**src/sv/mtf_pkg.sv**
```systemverilog
// ----------------------------------------------------------------------------
// mtf_pkg: shared constants and types for the move-to-front recency list
// Defaults for the list geometry, register map, opcodes and control states.
// ----------------------------------------------------------------------------
`timescale 1ns / 1ps

package mtf_pkg;

    localparam int DEPTH_DEFAULT    = 16;
    localparam int KEY_BITS_DEFAULT = 16;

    localparam int LIMIT_W  = 5;
    localparam logic [LIMIT_W-1:0] LIMIT_RESET = 5'd16;

    localparam int PDATA_W = 32;
    localparam int PADDR_W = 3;

    localparam logic REG_LIST_LIMIT = 1'b0;

    localparam logic OP_TOUCH = 1'b0;
    localparam logic OP_DUMP  = 1'b1;

    typedef enum logic {
        ST_IDLE,
        ST_DUMP
    } mtf_state_t;

endpackage

```
**src/sv/mtf_stream_if.sv**
```systemverilog
// ----------------------------------------------------------------------------
// mtf_stream_if: request and response channels of the recency list
// Valid/ready channels; a transfer happens when valid and ready are both high.
// ----------------------------------------------------------------------------
`timescale 1ns / 1ps

interface mtf_req_if #(
    parameter int KEY_BITS = mtf_pkg::KEY_BITS_DEFAULT
);
    logic                valid;
    logic                ready;
    logic                operation;
    logic [KEY_BITS-1:0] item_key;

    modport source (output valid, output operation, output item_key, input ready);
    modport sink   (input valid, input operation, input item_key, output ready);
endinterface

interface mtf_rsp_if #(
    parameter int DEPTH    = mtf_pkg::DEPTH_DEFAULT,
    parameter int KEY_BITS = mtf_pkg::KEY_BITS_DEFAULT
);
    localparam int POS_W = $clog2(DEPTH);
    localparam int CNT_W = $clog2(DEPTH + 1);

    logic                valid;
    logic                ready;
    logic                hit;
    logic [POS_W-1:0]    position;
    logic [KEY_BITS-1:0] key_out;
    logic                key_valid;
    logic [CNT_W-1:0]    entry_count;
    logic                last;

    modport source (output valid, output hit, output position, output key_out,
                    output key_valid, output entry_count, output last, input ready);
    modport sink   (input valid, input hit, input position, input key_out,
                    input key_valid, input entry_count, input last, output ready);
endinterface

```
**src/sv/mtf_cell.sv**
```systemverilog
// ----------------------------------------------------------------------------
// mtf_cell: one list slot
// Holds one key, compares it against the touched key, passes the first-hit
// flag, hit position and selected key down the row, and shifts on update.
// ----------------------------------------------------------------------------
`timescale 1ns / 1ps

module mtf_cell #(
    parameter int DEPTH    = mtf_pkg::DEPTH_DEFAULT,
    parameter int KEY_BITS = mtf_pkg::KEY_BITS_DEFAULT,
    parameter int IDX      = 0,
    localparam int POS_W   = $clog2(DEPTH),
    localparam int CNT_W   = $clog2(DEPTH + 1)
) (
    input  logic                clk,
    input  logic                update,
    input  logic [KEY_BITS-1:0] key_in,
    input  logic [KEY_BITS-1:0] prev_key,
    input  logic [CNT_W-1:0]    cnt,
    input  logic [POS_W-1:0]    sel_idx,
    input  logic                hit_in,
    input  logic [POS_W-1:0]    pos_in,
    input  logic [KEY_BITS-1:0] sel_in,
    output logic [KEY_BITS-1:0] key_stored,
    output logic                hit_out,
    output logic [POS_W-1:0]    pos_out,
    output logic [KEY_BITS-1:0] sel_out
);

    localparam logic [CNT_W-1:0] IDX_CNT = CNT_W'(IDX);
    localparam logic [POS_W-1:0] IDX_POS = POS_W'(IDX);

    logic [KEY_BITS-1:0] key_reg;
    logic [KEY_BITS-1:0] key_next;
    logic                occupied;
    logic                match;

    assign occupied = IDX_CNT < cnt;
    assign match    = occupied && (key_reg == key_in);
    assign hit_out  = hit_in || match;
    assign pos_out  = pos_in | ((match && !hit_in) ? IDX_POS : '0);
    assign sel_out  = sel_in | ((sel_idx == IDX_POS) ? key_reg : '0);

    // slots at or before the hit shift back by one; later slots hold
    assign key_next   = hit_in ? key_reg : prev_key;
    assign key_stored = key_reg;

    always_ff @(posedge clk)
    begin
        if (update)
        begin
            key_reg <= key_next;
        end
    end

endmodule

```
**src/sv/mtf_chain.sv**
```systemverilog
// ----------------------------------------------------------------------------
// mtf_chain: row of list slots
// Links DEPTH cells front to back; slot 0 takes the touched key on update.
// ----------------------------------------------------------------------------
`timescale 1ns / 1ps

module mtf_chain #(
    parameter int DEPTH    = mtf_pkg::DEPTH_DEFAULT,
    parameter int KEY_BITS = mtf_pkg::KEY_BITS_DEFAULT,
    localparam int POS_W   = $clog2(DEPTH),
    localparam int CNT_W   = $clog2(DEPTH + 1)
) (
    input  logic                clk,
    input  logic                update,
    input  logic [KEY_BITS-1:0] key_in,
    input  logic [CNT_W-1:0]    cnt,
    input  logic [POS_W-1:0]    sel_idx,
    output logic                hit,
    output logic [POS_W-1:0]    hit_pos,
    output logic [KEY_BITS-1:0] sel_key
);

    logic [KEY_BITS-1:0] key_c [DEPTH+1];
    logic                hit_c [DEPTH+1];
    logic [POS_W-1:0]    pos_c [DEPTH+1];
    logic [KEY_BITS-1:0] sel_c [DEPTH+1];

    assign key_c[0] = key_in;
    assign hit_c[0] = 1'b0;
    assign pos_c[0] = '0;
    assign sel_c[0] = '0;

    for (genvar i = 0; i < DEPTH; i++)
    begin : g_cell
        mtf_cell #(
            .DEPTH    (DEPTH),
            .KEY_BITS (KEY_BITS),
            .IDX      (i)
        ) u_cell (
            .clk        (clk),
            .update     (update),
            .key_in     (key_in),
            .prev_key   (key_c[i]),
            .cnt        (cnt),
            .sel_idx    (sel_idx),
            .hit_in     (hit_c[i]),
            .pos_in     (pos_c[i]),
            .sel_in     (sel_c[i]),
            .key_stored (key_c[i+1]),
            .hit_out    (hit_c[i+1]),
            .pos_out    (pos_c[i+1]),
            .sel_out    (sel_c[i+1])
        );
    end

    assign hit     = hit_c[DEPTH];
    assign hit_pos = pos_c[DEPTH];
    assign sel_key = sel_c[DEPTH];

endmodule

```
**src/sv/move_to_front_recency_list_top.sv**
```systemverilog
// ----------------------------------------------------------------------------
// move_to_front_recency_list_top: move-to-front recency list
// Every result is loaded into the response register before it is offered.
// Touch: a single pass down the cell row. Dump: max(1, count) responses,
// one slot read through the row per cycle while the response is not stalled.
// Reset: count and output valid clear, list_limit returns to 16; no clear pass.
// ----------------------------------------------------------------------------
`timescale 1ns / 1ps

module move_to_front_recency_list_top #(
    parameter int DEPTH    = mtf_pkg::DEPTH_DEFAULT,
    parameter int KEY_BITS = mtf_pkg::KEY_BITS_DEFAULT,
    localparam int POS_W   = $clog2(DEPTH),
    localparam int CNT_W   = $clog2(DEPTH + 1)
) (
    input  logic                        clk,
    input  logic                        rst_n,
    mtf_req_if.sink                     req,
    mtf_rsp_if.source                   rsp,
    input  logic                        psel,
    input  logic                        penable,
    input  logic                        pwrite,
    input  logic [mtf_pkg::PADDR_W-1:0] paddr,
    input  logic [mtf_pkg::PDATA_W-1:0] pwdata,
    output logic [mtf_pkg::PDATA_W-1:0] prdata,
    output logic                        pready
);

    localparam int LW    = mtf_pkg::LIMIT_W;
    localparam int CMP_W = (CNT_W > LW) ? CNT_W : LW;
    localparam logic [CNT_W-1:0] FULL_CNT = CNT_W'(DEPTH);

    mtf_pkg::mtf_state_t state_reg, state_next;

    logic [CNT_W-1:0]    cnt_reg, cnt_next;
    logic [LW-1:0]       limit_reg;
    logic [POS_W-1:0]    dump_idx_reg, dump_idx_next;

    logic                out_valid_reg, out_valid_next;
    logic                hit_reg, hit_next;
    logic [POS_W-1:0]    pos_reg, pos_next;
    logic [KEY_BITS-1:0] key_out_reg, key_out_next;
    logic                key_valid_reg, key_valid_next;
    logic [CNT_W-1:0]    count_reg, count_next;
    logic                last_reg, last_next;
    logic                out_load;

    logic                out_free;
    logic                accept;
    logic                is_dump;
    logic                update;
    logic [POS_W-1:0]    sel_idx;
    logic                chain_hit;
    logic [POS_W-1:0]    chain_pos;
    logic [KEY_BITS-1:0] sel_key;
    logic [LW-1:0]       limit_eff;
    logic                full;
    logic                evict;
    logic                cfg_write;
    logic                cfg_sel;

    // configuration port
    assign pready    = 1'b1;
    assign cfg_sel   = paddr[mtf_pkg::PADDR_W-1:2] == mtf_pkg::REG_LIST_LIMIT;
    assign cfg_write = psel && penable && pwrite && pready && cfg_sel;
    assign prdata    = cfg_sel ? mtf_pkg::PDATA_W'(limit_reg) : '0;

    always_ff @(posedge clk or negedge rst_n)
    begin
        if (!rst_n)
        begin
            limit_reg <= mtf_pkg::LIMIT_RESET;
        end
        else if (cfg_write)
        begin
            limit_reg <= pwdata[LW-1:0];
        end
    end

    // request handshake and slot row
    assign out_free  = !out_valid_reg || rsp.ready;
    assign req.ready = (state_reg == mtf_pkg::ST_IDLE) && out_free;
    assign accept    = req.valid && req.ready;
    assign is_dump   = req.operation == mtf_pkg::OP_DUMP;
    assign update    = accept && !is_dump;

    assign limit_eff = (limit_reg == '0) ? LW'(1) : limit_reg;
    assign full      = (CMP_W'(cnt_reg) >= CMP_W'(limit_eff)) || (cnt_reg == FULL_CNT);
    assign evict     = !chain_hit && full;

    always_comb
    begin
        if (state_reg == mtf_pkg::ST_DUMP)
            sel_idx = dump_idx_reg;
        else if (is_dump)
            sel_idx = '0;
        else
            sel_idx = POS_W'(cnt_reg - CNT_W'(1));
    end

    mtf_chain #(
        .DEPTH    (DEPTH),
        .KEY_BITS (KEY_BITS)
    ) u_chain (
        .clk     (clk),
        .update  (update),
        .key_in  (req.item_key),
        .cnt     (cnt_reg),
        .sel_idx (sel_idx),
        .hit     (chain_hit),
        .hit_pos (chain_pos),
        .sel_key (sel_key)
    );

    // control
    always_comb
    begin
        state_next     = state_reg;
        cnt_next       = cnt_reg;
        dump_idx_next  = dump_idx_reg;
        out_load       = 1'b0;
        hit_next       = 1'b0;
        pos_next       = '0;
        key_out_next   = '0;
        key_valid_next = 1'b0;
        count_next     = cnt_reg;
        last_next      = 1'b1;

        case (state_reg)
            mtf_pkg::ST_IDLE:
            begin
                if (accept && !is_dump)
                begin
                    out_load = 1'b1;
                    if (chain_hit)
                    begin
                        hit_next = 1'b1;
                        pos_next = chain_pos;
                    end
                    else
                    begin
                        if (!full)
                            cnt_next = cnt_reg + CNT_W'(1);
                        key_valid_next = evict;
                        key_out_next   = evict ? sel_key : '0;
                        count_next     = full ? cnt_reg : cnt_reg + CNT_W'(1);
                    end
                end
                else if (accept)
                begin
                    out_load = 1'b1;
                    if (cnt_reg != '0)
                    begin
                        key_out_next   = sel_key;
                        key_valid_next = 1'b1;
                        last_next      = cnt_reg == CNT_W'(1);
                        if (cnt_reg != CNT_W'(1))
                        begin
                            state_next    = mtf_pkg::ST_DUMP;
                            dump_idx_next = POS_W'(1);
                        end
                    end
                end
            end
            mtf_pkg::ST_DUMP:
            begin
                if (out_free)
                begin
                    out_load       = 1'b1;
                    pos_next       = dump_idx_reg;
                    key_out_next   = sel_key;
                    key_valid_next = 1'b1;
                    last_next      = CNT_W'(dump_idx_reg) + CNT_W'(1) == cnt_reg;
                    dump_idx_next  = dump_idx_reg + POS_W'(1);
                    if (last_next)
                        state_next = mtf_pkg::ST_IDLE;
                end
            end
            default:
            begin
                state_next = mtf_pkg::ST_IDLE;
            end
        endcase

        if (out_load)
            out_valid_next = 1'b1;
        else if (rsp.ready)
            out_valid_next = 1'b0;
        else
            out_valid_next = out_valid_reg;
    end

    always_ff @(posedge clk or negedge rst_n)
    begin
        if (!rst_n)
        begin
            state_reg     <= mtf_pkg::ST_IDLE;
            cnt_reg       <= '0;
            dump_idx_reg  <= '0;
            out_valid_reg <= 1'b0;
        end
        else
        begin
            state_reg     <= state_next;
            cnt_reg       <= cnt_next;
            dump_idx_reg  <= dump_idx_next;
            out_valid_reg <= out_valid_next;
        end
    end

    always_ff @(posedge clk)
    begin
        if (out_load)
        begin
            hit_reg       <= hit_next;
            pos_reg       <= pos_next;
            key_out_reg   <= key_out_next;
            key_valid_reg <= key_valid_next;
            count_reg     <= count_next;
            last_reg      <= last_next;
        end
    end

    assign rsp.valid       = out_valid_reg;
    assign rsp.hit         = hit_reg;
    assign rsp.position    = pos_reg;
    assign rsp.key_out     = key_out_reg;
    assign rsp.key_valid   = key_valid_reg;
    assign rsp.entry_count = count_reg;
    assign rsp.last        = last_reg;

    // checks
    a_cnt_bound: assert property (@(posedge clk) disable iff (!rst_n)
        cnt_reg <= FULL_CNT)
        else $error("entry count above depth");

    a_miss_grow: assert property (@(posedge clk) disable iff (!rst_n)
        (update && !chain_hit && !full) |=> cnt_reg == $past(cnt_reg) + CNT_W'(1))
        else $error("miss below limit did not add an entry");

    a_dump_blocks: assert property (@(posedge clk) disable iff (!rst_n)
        (state_reg == mtf_pkg::ST_DUMP) |-> !req.ready)
        else $error("request taken during dump");

    a_dump_idx: assert property (@(posedge clk) disable iff (!rst_n)
        (state_reg == mtf_pkg::ST_DUMP) |-> CNT_W'(dump_idx_reg) < cnt_reg)
        else $error("dump index past list end");

    a_hit_pos: assert property (@(posedge clk) disable iff (!rst_n)
        (out_valid_reg && hit_reg) |-> CNT_W'(pos_reg) < count_reg)
        else $error("hit position outside list");

endmodule
```
**src/flat_wrapper.sv**
```systemverilog
// flat-port wrapper written by rule: the top's interface ports become plain ports
module move_to_front_recency_list_top_flat 
#(
    parameter int DEPTH    = mtf_pkg::DEPTH_DEFAULT,
    parameter int KEY_BITS = mtf_pkg::KEY_BITS_DEFAULT,
    localparam int POS_W   = $clog2(DEPTH),
    localparam int CNT_W   = $clog2(DEPTH + 1)
)
  (clk, rst_n, psel, penable, pwrite, paddr, pwdata, prdata, pready, req_valid, req_operation, req_item_key, req_ready, rsp_valid, rsp_hit, rsp_position, rsp_key_out, rsp_key_valid, rsp_entry_count, rsp_last, rsp_ready);
  mtf_req_if #(.KEY_BITS(KEY_BITS)) req_i ();
  mtf_rsp_if #(.DEPTH(DEPTH), .KEY_BITS(KEY_BITS)) rsp_i ();
  input  logic clk;
  input  logic rst_n;
  input  logic psel;
  input  logic penable;
  input  logic pwrite;
  input  logic [mtf_pkg::PADDR_W-1:0] paddr;
  input  logic [mtf_pkg::PDATA_W-1:0] pwdata;
  output logic [mtf_pkg::PDATA_W-1:0] prdata;
  output logic pready;
  input wire logic [$bits(req_i.valid)-1:0] req_valid;
  input wire logic [$bits(req_i.operation)-1:0] req_operation;
  input wire logic [$bits(req_i.item_key)-1:0] req_item_key;
  output wire logic [$bits(req_i.ready)-1:0] req_ready;
  output wire logic [$bits(rsp_i.valid)-1:0] rsp_valid;
  output wire logic [$bits(rsp_i.hit)-1:0] rsp_hit;
  output wire logic [$bits(rsp_i.position)-1:0] rsp_position;
  output wire logic [$bits(rsp_i.key_out)-1:0] rsp_key_out;
  output wire logic [$bits(rsp_i.key_valid)-1:0] rsp_key_valid;
  output wire logic [$bits(rsp_i.entry_count)-1:0] rsp_entry_count;
  output wire logic [$bits(rsp_i.last)-1:0] rsp_last;
  input wire logic [$bits(rsp_i.ready)-1:0] rsp_ready;
  assign req_i.valid = req_valid;
  assign req_i.operation = req_operation;
  assign req_i.item_key = req_item_key;
  assign req_ready = req_i.ready;
  assign rsp_valid = rsp_i.valid;
  assign rsp_hit = rsp_i.hit;
  assign rsp_position = rsp_i.position;
  assign rsp_key_out = rsp_i.key_out;
  assign rsp_key_valid = rsp_i.key_valid;
  assign rsp_entry_count = rsp_i.entry_count;
  assign rsp_last = rsp_i.last;
  assign rsp_i.ready = rsp_ready;
  move_to_front_recency_list_top #(.DEPTH(DEPTH), .KEY_BITS(KEY_BITS)) u_core (.clk(clk), .rst_n(rst_n), .req(req_i), .rsp(rsp_i), .psel(psel), .penable(penable), .pwrite(pwrite), .paddr(paddr), .pwdata(pwdata), .prdata(prdata), .pready(pready));
endmodule
```
**config.mk**
```make
export PLATFORM = sky130hd
export DESIGN_NAME = move_to_front_recency_list_top_flat
export DESIGN_NICKNAME = d
export VERILOG_FILES = /design/src/sv/mtf_pkg.sv /design/src/sv/mtf_stream_if.sv /design/src/sv/mtf_cell.sv /design/src/sv/mtf_chain.sv /design/src/sv/move_to_front_recency_list_top.sv /design/src/flat_wrapper.sv
export SDC_FILE = /design/constraint.sdc
export NUM_CORES = 1
export LEC_CHECK = 0
export BUFFER_PORTS_ARGS = -buffer_cell sky130_fd_sc_hd__buf_2
export CAP_MARGIN = 5
export CORE_MARGIN = 2
export CORE_UTILIZATION = 65
export CTS_BUF_LIST = sky130_fd_sc_hd__clkbuf_8
export DETAILED_ROUTE_END_ITERATION = 16
export PLACE_DENSITY = 0.85
export SLEW_MARGIN = 20
export SYNTH_ARGS = -nofsm -noshare
export SYNTH_HDL_FRONTEND = slang
export SYNTH_SLANG_ARGS = --single-unit
```
**constraint.sdc**
```tcl
create_clock -name clk -period 12.3 [get_ports clk]
set_input_delay 0.615 -clock clk [delete_from_list [all_inputs] [get_ports clk]]
set_output_delay 0.615 -clock clk [all_outputs]
set_load 0.02 [all_outputs]
```
# Word-level counts from Yosys, hierarchy flattened
# Cells that the tools add are included.
# totals
regBits	300
input_bits	59
out_inout_bits	63
# classes
add_sub_neg	4
n_lt_le_gt_ge	17
n_eq_ne	40
muxes	80
bitwise	47
n_reduce_logical	94
# ops
cell	n
2-to-1 mux 16 bit	22
== test 16 bit	16
bitwise OR 16 bit	15
2-to-1 mux 4 bit	18
bitwise OR 4 bit	13
less-than comparator 4 x 5 -> 1 bit, first input constant	8
logical AND 1 bit	38
== test 4 bit, second input constant	8
one-hot mux 16 bit (2 select lines)	1
2-to-1 mux 5 bit	6
AND reduction 2 bit	15
2-to-1 mux 1 bit	21
less-than comparator 3 x 5 -> 1 bit, first input constant	4
logical NOT 1 bit	18
inverter 1 bit	18
logical OR 1 bit	17
== test 4 x 3 -> 1 bit, second input constant	4
one-hot mux 4 bit (2 select lines)	2
2-to-1 mux 3 bit	4
less-than comparator 1 x 5 -> 1 bit, first input constant	2
less-than comparator 2 x 5 -> 1 bit, first input constant	2
== test 4 x 2 -> 1 bit, second input constant	2
!= test 2 bit, second input constant	4
one-hot mux 1 bit (2 select lines)	4
19 further kinds	20

# Longest topological paths before layout
# depth
ltp_word	24
mapped_depth	13
depth_no_buf	11

# Modules after synthesis
# A second synthesis with hierarchy kept.
# hier_totals
cells_unflattened	1251
area_unflattened_um2	16278.1
# by_module_without_submodules
module	n_inst	cells_per_inst	area_per_inst_um2	seq_area_each_um2
move_to_front_recency_list_top	1	205	2392.3	1242.4
mtf_cell (u_core.u_chain.g_cell[5].u_cell ...)	2	67	858.3	480.5
mtf_cell (u_core.u_chain.g_cell[15].u_cell)	1	68	885.8	480.5
mtf_cell (u_core.u_chain.g_cell[2].u_cell)	1	64	879.6	480.5
mtf_cell (u_core.u_chain.g_cell[1].u_cell)	1	63	875.8	480.5
mtf_cell (u_core.u_chain.g_cell[6].u_cell)	1	66	875.8	480.5
mtf_cell (u_core.u_chain.g_cell[12].u_cell)	1	65	870.8	480.5
mtf_cell (u_core.u_chain.g_cell[8].u_cell)	1	64	870.8	480.5
mtf_cell (u_core.u_chain.g_cell[4].u_cell)	1	64	869.6	480.5
mtf_cell (u_core.u_chain.g_cell[10].u_cell)	1	66	868.3	480.5
mtf_cell (u_core.u_chain.g_cell[0].u_cell)	1	63	867.1	480.5
mtf_cell (u_core.u_chain.g_cell[11].u_cell)	1	65	864.6	480.5
mtf_cell (u_core.u_chain.g_cell[3].u_cell)	1	65	863.3	480.5
mtf_cell (u_core.u_chain.g_cell[9].u_cell)	1	67	863.3	480.5
+3 rows	--	--	--	--

# Worst setup path after synthesis
# No wires, ideal clock.
# synth_timing
path_type	input port to flip-flop
startpoint	in req_item_key[9]
endpoint	reg u_core.u_chain.g_cell[15].u_cell.key_reg[0], enable pin
setup_ns	0.390
arrival_ns	4.513
path_slack_ns	7.396
path_stages	10
path_buffers	2
cell_sequence	buf_2 buf_4 xor2_1 nor4_1 and3_1 a22oi_1 nand2_1 nor3_1 and3_1 nor2b_1
# synth_between
elab_chain_len	18
elab_cells_between_ends	46
# synth_rtl
item	line	rtl
start: declaration	flat_wrapper.sv:23	input wire logic [$bits(req_i.item_key)-1:0] req_item_key;
== test 16 bit	mtf_cell.sv:39	assign match = occupied && (key_reg == key_in);
logical AND 1 bit	mtf_cell.sv:39	
logical OR 1 bit (13 in series)	mtf_cell.sv:40	assign hit_out = hit_in || match;
logical OR 1 bit *	mtf_cell.sv:40	
inverter 1 bit (no line) *	--	
AND reduction 2 bit (no line) *	--	
end signal: assignment	mtf_cell.sv:52	key_reg <= key_next;
end: declaration	mtf_cell.sv:33	logic [KEY_BITS-1:0] key_reg;
# Every way passes the cells marked *; elsewhere a longest branch is shown, timed or not.
# A chain may end at the register's enable or synchronous reset.

# Final worst setup path
# layout_timing
startpoint	reg u_core.cnt_reg[2]
endpoint	reg u_core.u_chain.g_cell[15].u_cell.key_reg[2], enable pin
# layout_between
elab_chain_len	18
elab_cells_between_ends	46
# layout_rtl
item	line	rtl
start: declaration	move_to_front_recency_list_top.sv:35	logic [CNT_W-1:0] cnt_reg, cnt_next;
start signal: assignment	move_to_front_recency_list_top.sv:205	cnt_reg <= cnt_next;
less-than comparator 1 x 5 -> 1 bit	mtf_cell.sv:38	assign occupied = IDX_CNT < cnt;
logical AND 1 bit	mtf_cell.sv:39	
logical OR 1 bit (13 in series)	mtf_cell.sv:40	
logical OR 1 bit *	mtf_cell.sv:40	
inverter 1 bit (no line) *	--	
AND reduction 2 bit (no line) *	--	
# Marks and branches as above.

==> out/results.ini <==
[worst_hold_path]
hp-class = input port to register
min_to = u_core.limit_reg[0]
hold_path_depth = 2
hp-start = pwdata[0]

[grt]
track_usage = 0.468
antenna_found_initial = 0
grt_overflow_total = 0
grt_pass1_vias = 12600
grt_first_pass_wirelength_um = 86600
grt_max_degree = 34

[worst_setup_path]
path_cells = nor3_1, nand2_1, nor4bb_1, a22oi_1, nand2_1, nor3_2, buf_4, and3_1, nor2b_1, buf_4
reg2reg_from = u_core.cnt_reg[2]
r2r_end = u_core.u_chain.g_cell[15].u_cell.key_stored[2]
crit_buf_inv = 2
crit_required_ns = 12.57
worstPathArrival_ns = 5.29
worst_path_largest_cell_delay_ns = 0.80
reg2reg_slack_ns = 7.28
end_kind = register
reg2regPathDepth = 10
crit_path_top_delay_cell = and3_1
cp_top_family = simple AND/OR/NAND/NOR gates
worst-path-max-fanout = 21
path_class = register to register
critPathLaunchType = register

[drt]
post_drt_via_cell_ratio = 7.54
routedWlPerCell_um = 34.6
drtPass1Iterations = 6
vias = 13400
drt_iter0_drc = 2695
postRouteAntennaNets = 0
drt_wl_total_um = 61700
drc = 0

[clocking]
cts_setup_buffers = 0
ctsHoldBuffers = 1
cts_made_buffers = 50
cts-htree-levels = 2
cts_tree = built
clock_sinks = 300
cts_max_path_buffers = 3
cts_resized = 0
clk_pin_slew_worst_paths_ns = 0.07
clkLatencyLatePin_ns = 0.60
clock-root-buffer = clkbuf_8

[place]
dp_slack_ns = 7.48
globalplace.congestion = 1.04
io_buffer_count = 64
dp_hpwl_um = 45200

[timing]
drv_slew = 0
fin_skew_ns = 0.0225
tns_ns = 0
max_slew_margin = 0.197
rsz0062_at_grt = no
hold_viol = 0
worst_pin_slew_ns = 1.20
finalSetupViolCount = 0
period_share = 0.408
fmax_mhz = 199
finalWorstSetupSlack_ns = 7.28
min_period_ns = 5.02

[floorplanning]
start_util = 0.666
dieArea_um2 = 26400
rows = 57
chipWidth_um = 162
io_pins = 122
dieHeight_um = 162
core_um2 = 24500

[synth]
synthDistinctLibCells = 85
synth_area_leaders = edfxtp_1 (52%), xor2_1 (9.3%), xnor2_1 (5.0%)
ys.warnings.count = 0
yosys.area.top_type_share = 0.523
ys_ff_latch = 300
synth.avg_cell_area_um2 = 12.1
synth_edf_count = 284
synth_area_um2 = 16300
syn_inst = 1348
yosysTopAreaCell = edfxtp_1
synthFlopType = edfxtp_1
async_flop_share = 0.0533
ys_seq_area_frac = 0.548

[finish]
largest_reg_flops = 256
area_delta_synth_final_pct = 8.51
post-route-util = 0.723
final_cell_mix = edfxtp_1 (284), xor2_1 (173), nand2_1 (111)
antenna_cells = 0
layout-drive-gt1-share = 0.137
final_net_count = 1491
mostFrequentLayoutCell = edfxtp_1

[job]
drv_cap = 0

[power]
power.density_nw_per_um2 = 210
p_leak_nw = 6.17
ir_drop_uv = 224

[run_status]
status = finished, final reports clean

## synthesized netlist by cell type (all sizes together), types with 3 or more instances
master and count:
nand2b 12, mux2 8, nor2 53, a41oi 6, nor3 39, nand3 25, dfrtp 15, and4 5
xor2 173, o21ai 27, nor4bb 6, nor2b 6, inv 13, edfxtp 284, o21a 4, o22ai 3
o211ai 4, a21o 7, nand4 34, or3b 5, a221oi 26, ha 9, a22o 15, or2 3
nor4b 16, nor4 56, a31oi 19, o41ai 5, and2 7, nand4b 5, a22oi 31, buf 82
a21oi 29, or4 10, nand2 112, mux2i 17, or3 9, clkbuf 17, and4b 3, and3 5
a222oi 13, a2111oi 4, xnor2 93
## cell families (layout without fill, tap and decap cells)
kind of cell,after synthesis,after routing,share of synthesized area
xor gates and xnor gates,266,266,0.143
and+or+nand+nor,419,419,0.145
adders and majority gates,9,9,0.00691
buffers and inverters,112,198,0.0424
AOI/OAI and AO/OA,215,215,0.0980
other,2,28,0.000461
DFF,300,300,0.548
muxes,25,25,0.0162
## routing by layer
| layer | up-vias | share of wire | global-route usage |
|---|---|---|---|
| met5 | - | 0.0012 | 0.0227 |
| met4 | 2 | 0.073 | 0.253 |
| met3 | 298 | 0.16 | 0.138 |
| met2 | 1474 | 0.42 | 0.685 |
| met1 | 6433 | 0.35 | 0.630 |
| li1 | 5239 | - | - |
## worst max-delay path by stage
stage	cells after the start	to	slack (ns)	startpoint
finish	10	u_core.u_chain.g_cell[15].u_cell.key_stored[2]	7.28	u_core.cnt_reg[2]
CTS	10	u_core.u_chain.g_cell[15].u_cell.key_stored[2]	7.48	u_core.cnt_reg[2]
global placement	10	u_core.u_chain.g_cell[15].u_cell.key_stored[12]	7.58	u_core.cnt_reg[2]
floorplan	10	u_core.u_chain.g_cell[15].u_cell.key_stored[0]	7.40	req_item_key[9]
global route	10	u_core.u_chain.g_cell[15].u_cell.key_stored[2]	6.98	u_core.cnt_reg[2]
detailed placement	10	u_core.u_chain.g_cell[15].u_cell.key_stored[12]	7.48	u_core.cnt_reg[2]
## stage by stage
step,instances,cell area (um^2),power (mW),hold slack [ns]
2_1_floorplan,1374,16400,2.26,0.319
3_3_place_gp,1694,16700,2.74,0.484
3_5_place_dp,1694,16700,2.76,0.484
4_1_cts,1784,17700,3.61,0.258
5_1_grt,1784,17700,3.78,0.257
6_report,1784,17700,3.71,0.253
## area by class of cell
class	instances	area, um^2
flip-flops and latches	300	8930
repair buffers	96	563
fillers	1665	6780
multi-input cells	962	6800
clock buffers	53	729
well taps	324	405
inverters	13	48.8
clock inverters	36	205
## worst register-to-register path, cell delays in order (launching register included)
cell and delay (ns):
dfrtp_1 0.76, nor3_1 0.80, nand2_1 0.19, nor4bb_1 0.18
a22oi_1 0.57, nand2_1 0.34, nor3_2 0.18, buf_4 0.36
and3_1 0.81, nor2b_1 0.21, buf_4 0.28
## power breakdown
group / total [mW] / internal, mW / switching, mW / leakage [nW]
clock network: 0.871 / 0.440 / 0.431 / 0.528
registers: 1.46 / 1.29 / 0.164 / 2.80
logic: 1.38 / 0.422 / 0.961 / 2.83
Power figures use the tool's default switching activity.
